==> src/rtl/obbsat_pkg.sv <==
`timescale 1ns / 1ps

package obbsat_pkg;

   // default geometry
   localparam int POS_BITS_DEF       = 24;
   localparam int TRIG_FRAC_BITS_DEF = 14;

   // fixed field widths
   localparam int TRIG_BITS = 16;
   localparam int SIZE_BITS = 16;

   // trig products and weights: |c*c' + s*s'| <= 2^31
   localparam int TPROD_BITS  = 2 * TRIG_BITS;
   localparam int WEIGHT_BITS = 2 * TRIG_BITS;

   // radius: three products of size by weight
   localparam int RPROD_BITS = SIZE_BITS + WEIGHT_BITS;
   localparam int RAD_BITS   = RPROD_BITS + 2;

   // terms per axis radius, number of axes, distance products
   localparam int TERMS     = 3;
   localparam int AXES      = 4;
   localparam int DPRODS    = 2 * AXES;

   // one half-size and the axis weight that scales it
   typedef struct packed {
      logic [SIZE_BITS-1:0]   size;
      logic [WEIGHT_BITS-1:0] weight;
   } term_type;

endpackage

==> src/rtl/obbsat_axis.sv <==
`timescale 1ns / 1ps

// One separating-axis check: distance magnitude against the summed radius.
// One register stage inside; the overlap flag leaves combinationally from it.
module obbsat_axis #(
   parameter int POS_BITS       = obbsat_pkg::POS_BITS_DEF,
   parameter int TRIG_FRAC_BITS = obbsat_pkg::TRIG_FRAC_BITS_DEF
) (
   input  logic                                  clock,
   input  logic signed [POS_BITS+16:0]           dist_x_prod,
   input  logic signed [POS_BITS+16:0]           dist_y_prod,
   input  logic                                  negate_y,
   input  obbsat_pkg::term_type                  terms [obbsat_pkg::TERMS],
   output logic                                  overlap
);

   localparam int PROD_BITS = POS_BITS + 17;
   localparam int DIST_BITS = PROD_BITS + 1;
   localparam int RAD_BITS  = obbsat_pkg::RAD_BITS;
   localparam int CMP_BITS  = (DIST_BITS > RAD_BITS) ? DIST_BITS : RAD_BITS;

   logic signed [DIST_BITS-1:0]          dist_sum;
   logic        [DIST_BITS-1:0]          dist_abs_in;
   logic        [DIST_BITS-1:0]          dist_abs_ff;
   logic [obbsat_pkg::RPROD_BITS-1:0]    rad_prod_in [obbsat_pkg::TERMS];
   logic [obbsat_pkg::RPROD_BITS-1:0]    rad_prod_ff [obbsat_pkg::TERMS];
   logic [RAD_BITS-1:0]                  rad_sum;
   logic [RAD_BITS-1:0]                  reach;

   // projected center distance, magnitude
   always_comb begin
      if (negate_y) begin
         dist_sum = DIST_BITS'(dist_x_prod) - DIST_BITS'(dist_y_prod);
      end else begin
         dist_sum = DIST_BITS'(dist_x_prod) + DIST_BITS'(dist_y_prod);
      end
      if (dist_sum[DIST_BITS-1]) begin
         dist_abs_in = DIST_BITS'(-dist_sum);
      end else begin
         dist_abs_in = DIST_BITS'(dist_sum);
      end
   end

   // radius terms: half size times axis weight
   always_comb begin
      for (int i = 0; i < obbsat_pkg::TERMS; i++) begin
         rad_prod_in[i] = obbsat_pkg::RPROD_BITS'(terms[i].size) *
                          obbsat_pkg::RPROD_BITS'(terms[i].weight);
      end
   end

   always_ff @(posedge clock) begin
      dist_abs_ff <= dist_abs_in;
      rad_prod_ff <= rad_prod_in;
   end

   // summed reach, rescaled by the trig fraction, against the distance
   assign rad_sum = RAD_BITS'(rad_prod_ff[0]) + RAD_BITS'(rad_prod_ff[1]) +
                    RAD_BITS'(rad_prod_ff[2]);
   assign reach   = rad_sum >> TRIG_FRAC_BITS;
   assign overlap = CMP_BITS'(dist_abs_ff) <= CMP_BITS'(reach);

endmodule

==> config.mk <==
export PLATFORM = sky130hd
export DESIGN_NAME = obbsat_axis
export DESIGN_NICKNAME = d
export VERILOG_FILES = /design/src/rtl/obbsat_pkg.sv /design/src/rtl/obbsat_axis.sv
export SDC_FILE = /design/constraint.sdc
export NUM_CORES = 2
export LEC_CHECK = 0
export ABC_AREA = 1
export BUFFER_PORTS_ARGS = -buffer_cell sky130_fd_sc_hd__clkbuf_2
export CAP_MARGIN = 20
export CORE_MARGIN = 2
export CORE_UTILIZATION = 60
export DETAILED_ROUTE_END_ITERATION = 6
export GPL_ROUTABILITY_DRIVEN = 0
export HOLD_SLACK_MARGIN = 0.12
export PLACE_DENSITY = 0.81
export SYNTH_ARGS = -nofsm -noshare
export SYNTH_HDL_FRONTEND = slang
export SYNTH_SLANG_ARGS = --single-unit
==> constraint.sdc <==
create_clock -name clock -period 7.4 [get_ports clock]
set_clock_uncertainty 0.1 [all_clocks]
set_input_delay 1.48 -clock clock [delete_from_list [all_inputs] [get_ports clock]]
set_output_delay 1.48 -clock clock [all_outputs]
set_load 0.005 [all_outputs]
[Word level (Yosys, flattened, before mapping)]
Index checks and enable logic that the tools add are counted.
Word-level totals
  input port bits: 228
  output and inout bits: 1
  bits in registers: 186
  word-level logic and storage cells: 16
Cells by class
  order comparisons: 1
  multiplexer cells: 2
  $add $sub $neg: 5
  multiply operators: 3
Operators with widths (count)
  16-bit by 32-bit multiplier with 48-bit output: 3
  49-bit by 48-bit adder with 50-bit output: 1
  48-bit by 48-bit adder with 49-bit output: 1
  41-bit by 41-bit adder with 42-bit output: 1
  42-bit by 36-bit <= comparator with 1-bit output: 1
  42-bit two-way mux: 1
  42-bit negator: 1
  41-bit by 41-bit subtractor with 42-bit output: 1
  41-bit two-way mux: 1

[Longest topological paths before layout]
  word-level depth: 4
  mapped depth: 33
  depth with buffers taken out: 33

[Least setup slack after synthesis]
OpenSTA, ideal clock, no wires.
  path kind: input to register
  from: input port terms[103] (netlist name)
  to: register rad_prod_ff[127] (netlist name)
  cell stages on the path: 27
  arrival time: 6.796 ns
  setup slack: 0.385 ns
  required time: 7.180 ns
  setup time: 0.120 ns
  buffers on the path: 2
  cell sequence: clkbuf_1 > clkbuf_1 > nand2_1 > fa_1 > inv_1 > fa_1 > inv_1 > fa_1 > inv_1 > fa_1 > fa_1 > inv_1 > fa_1 > inv_1 > ha_1 > a21oi_1 > o21ai_0 > a21oi_1 > nand2_1 > nor2_1 > a21oi_1 > nand2_1 > nand2_1 > nand2_1 > inv_1 > or2_2 > xor2_1
RTL lines
  from (decl): line obbsat_axis.sv:13  | input obbsat_pkg::term_type terms [obbsat_pkg::TERMS],
  to (signal assigned): line obbsat_axis.sv:54  | rad_prod_ff <= rad_prod_in;
  to (decl): line obbsat_axis.sv:26  | logic [obbsat_pkg::RPROD_BITS-1:0] rad_prod_ff [obbsat_pkg::TERMS];

==> results by group <==
Job
  – Maxcap violations: 0

Clocking
  – Clock sinks: 186
  – # hold bufs at CTS: 0
  – Clock-pin transition on the worst setup and hold timing paths: 70 ps
  – CTS HTree Levels: 4
  – Postcts setup bufs: 0
  – CTS tree: done
  – CTS max path bufs: 2
  – Root Buffer: clkbuf_16
  – Num CTS Buffers: 17
  – CTS resizes: 0

Route
  – DR pass1 iterations: 7
  – Via count: 55,418
  – DRC viols: 27
  – Count of routing violations after the opening detailed-route iteration: between 5,000 and 6,000
  – Post-DR vias/cell: 5.41
  – Top Metal Used: met5
  – M1 wire length: 65.2 mm
  – Met2 routed WL: 83.6 mm
  – Routed wire length: 170 mm
  – Metal3 WL: about 14 mm
  – Routed len/inst: 16.6 µm
  – DRT antenna net count: 0

Die
  – Die area: about 110,000 µm²
  – Initial Util: 60.4%
  – Io pins: 229
  – Die Ht: about 330 µm
  – Core Region: ~110,000 µm²
  – Chip width: between 300 and 400 µm
  – Core Rows: 120

Critical path
  – Crit path required time: 7620 ps
  – CP bufs+invs: 8
  – CP Capture Type: register
  – Top delay family on crit path: adder cells
  – Critical path cell sequence: clkbuf_2 -> buf_4 -> nand2_1 -> inv_1 -> fa_1 -> inv_1 -> fa_1 -> fa_1 -> fa_1 -> inv_1 -> fa_1 -> inv_1 -> fa_1 -> inv_1 -> ha_1 -> nand2_1 -> nor2_1 -> inv_1 -> nor4_1 -> nand3_1 -> nand3_1 -> a31oi_1 -> xor2_1
  – Worst path depth: 23
  – Setup CP Type: in -> reg
  – Worst path arrival time: 7380 ps
  – Critical-path maximum fanout: 20
  – Crit start category: input pin
  – Slowest stage delay, CP: 550 ps
  – Crit path max-delay cell type: fa_1

Timing
  – Hold_ws: 1390 ps
  – RSZ-0062 raised after global routing: no
  – Max_slew headroom: 43.7%
  – Fin. Hold Viols: 0
  – Tmin final: 7160 ps
  – Fin crit share: 96.7%
  – Worst-margin pin slew: 845 ps
  – Pins Over Slew Limit: 0
  – Setup total negative slack: 0 ps
  – Fmax achieved: 140 MHz
  – Final setup viols: 0

Logic synthesis
  – Synth unique cells: 57
  – Syn Inst Count: slightly below 9,000
  – Number of synthesis warnings: 0
  – Sequential-to-total area share from yosys stat: 5.78%
  – #FFs+latches synth: between 150 and 200
  – Post-synth net total: roughly 11,000
  – Synth Area per Inst: 7.37 µm²
  – Area of the mapped netlist: 64,400 µm²

Finish
  – Fill count: 8,977
  – Most frequent cells in the layout: inv_1, nand2_1, fa_1
  – Final Net Count: roughly 11,000
  – Area of the multi-input gates: around 50,000 µm²
  – Most common cell after layout, fill and taps aside: inv_1
  – Layout cells sized above 1: under 10%
  – Register cell area after layout: ~3700 µm²
  – P&R area growth vs syn: 5.83%

Worst hold path
  – Hold Path Class: in -> reg
  – Hold Path Depth: 4

Global route
  – Global route overflow: 0
  – Largest net degree at the start of global routing: 33
  – Total track usage: 31.9%
  – First-pass GRT wire length: between 200 and 300 mm
  – Initial antenna violation count: 9
  – Number of global-route vias before repair: 58,623

Placement
  – PortBufs: 228
  – Final HPWL DP: ~150 mm

Run status
  – Status: finished, violations left
  – Failing checks: DRC
[registers in the layout (all words and copies together), names as in the netlist]
signal,count
dist_abs_ff,42
rad_prod_ff,144
[cell usage after synthesis (all sizes together)]
cell / instances / area (µm²)
a2111oi: 1 / 8.76
a211oi: 2 / 15.0
a21boi: 9 / 67.6
a21o: 15 / 113
a21oi: 309 / 1550
a221o: 1 / 10.0
a221oi: 1 / 8.76
a311oi: 1 / 8.76
a31o: 1 / 8.76
a31oi: 62 / 388
and2: 4 / 25.0
and3: 7 / 43.8
buf: 4 / 43.8
clkbuf: 340 / 1280
clkinv: 3 / 11.3
dfxtp: 186 / 3720
fa: 1302 / 26100
ha: 486 / 6080
inv: 2461 / 9240
nand2: 2343 / 8880
nand3: 161 / 866
nand3b: 10 / 75.1
nand4: 27 / 169
nor2: 455 / 1770
nor3: 33 / 180
nor4: 17 / 106
nor4b: 2 / 17.5
o2111a: 1 / 11.3
o2111ai: 2 / 17.5
o211ai: 12 / 90.1
o21a: 33 / 248
o21ai: 171 / 867
o21bai: 13 / 97.6
o221ai: 9 / 78.8
o311ai: 1 / 8.76
o31ai: 10 / 75.1
or2: 5 / 31.3
or3b: 1 / 8.76
or4: 1 / 7.51
xnor2: 89 / 780
xor2: 153 / 1370
[metrics by stage]
stage | cells | setup slack [ps] | cell area, µm² | util, %
floorplan | 8744 | 385 | 64400 | -
global placement | 10212 | -169 | 67600 | 63.3
detailed placement | 10212 | -186 | 67600 | 63.3
CTS | 10244 | 227 | 68200 | 63.9
global route | 10247 | 0.682 | 68200 | 63.9
finish | 10248 | 243 | 68200 | 63.9
[per-layer routing]
layer,global-route usage (%),vias to the layer above
li1,-,25300
met1,40.5,26865
met2,55.2,2657
met3,4.55,588
met4,12.0,8
met5,0,-
[tightest hold or removal path, cell delays in order]
cell      delay (ps)
clkbuf_2          80
inv_1             40
ha_1             230
inv_1             50
[final timing paths]
| path | startpoint | end |
|---|---|---|
| min | dist_x_prod[0] | dist_abs_ff[0]$_DFF_P_ |
| max | terms[91] | rad_prod_ff[95]$_DFF_P_ |
[logic make-up (layout without fill, tap and decap cells)]
family          Yosys count  count (layout)  synth area share (%)
flops                   186             186                  5.78
buf+inv                2808            2905                  16.4
xor+xnor                242             242                  3.34
simple gates           3066            3066                  18.9
compound gates          654             654                  5.70
fa+ha+maj              1788            1788                  49.9
other cells               0               4                     0
[layout make-up]
class	count	area share, %
Multi-Input combinational cell	5750	73.5
Inverter	2464	13.6
Tap cell	1403	2.57
Antenna cell	4	0.0147
Sequential cell	186	5.46
Clock buffer	17	0.624
Timing Repair Buffer	409	4.01
Clock inverter	15	0.226
Power is left out: the tool's default activity adds up to more than one toggle a clock period on the data nets, which glitch-free logic cannot reach.
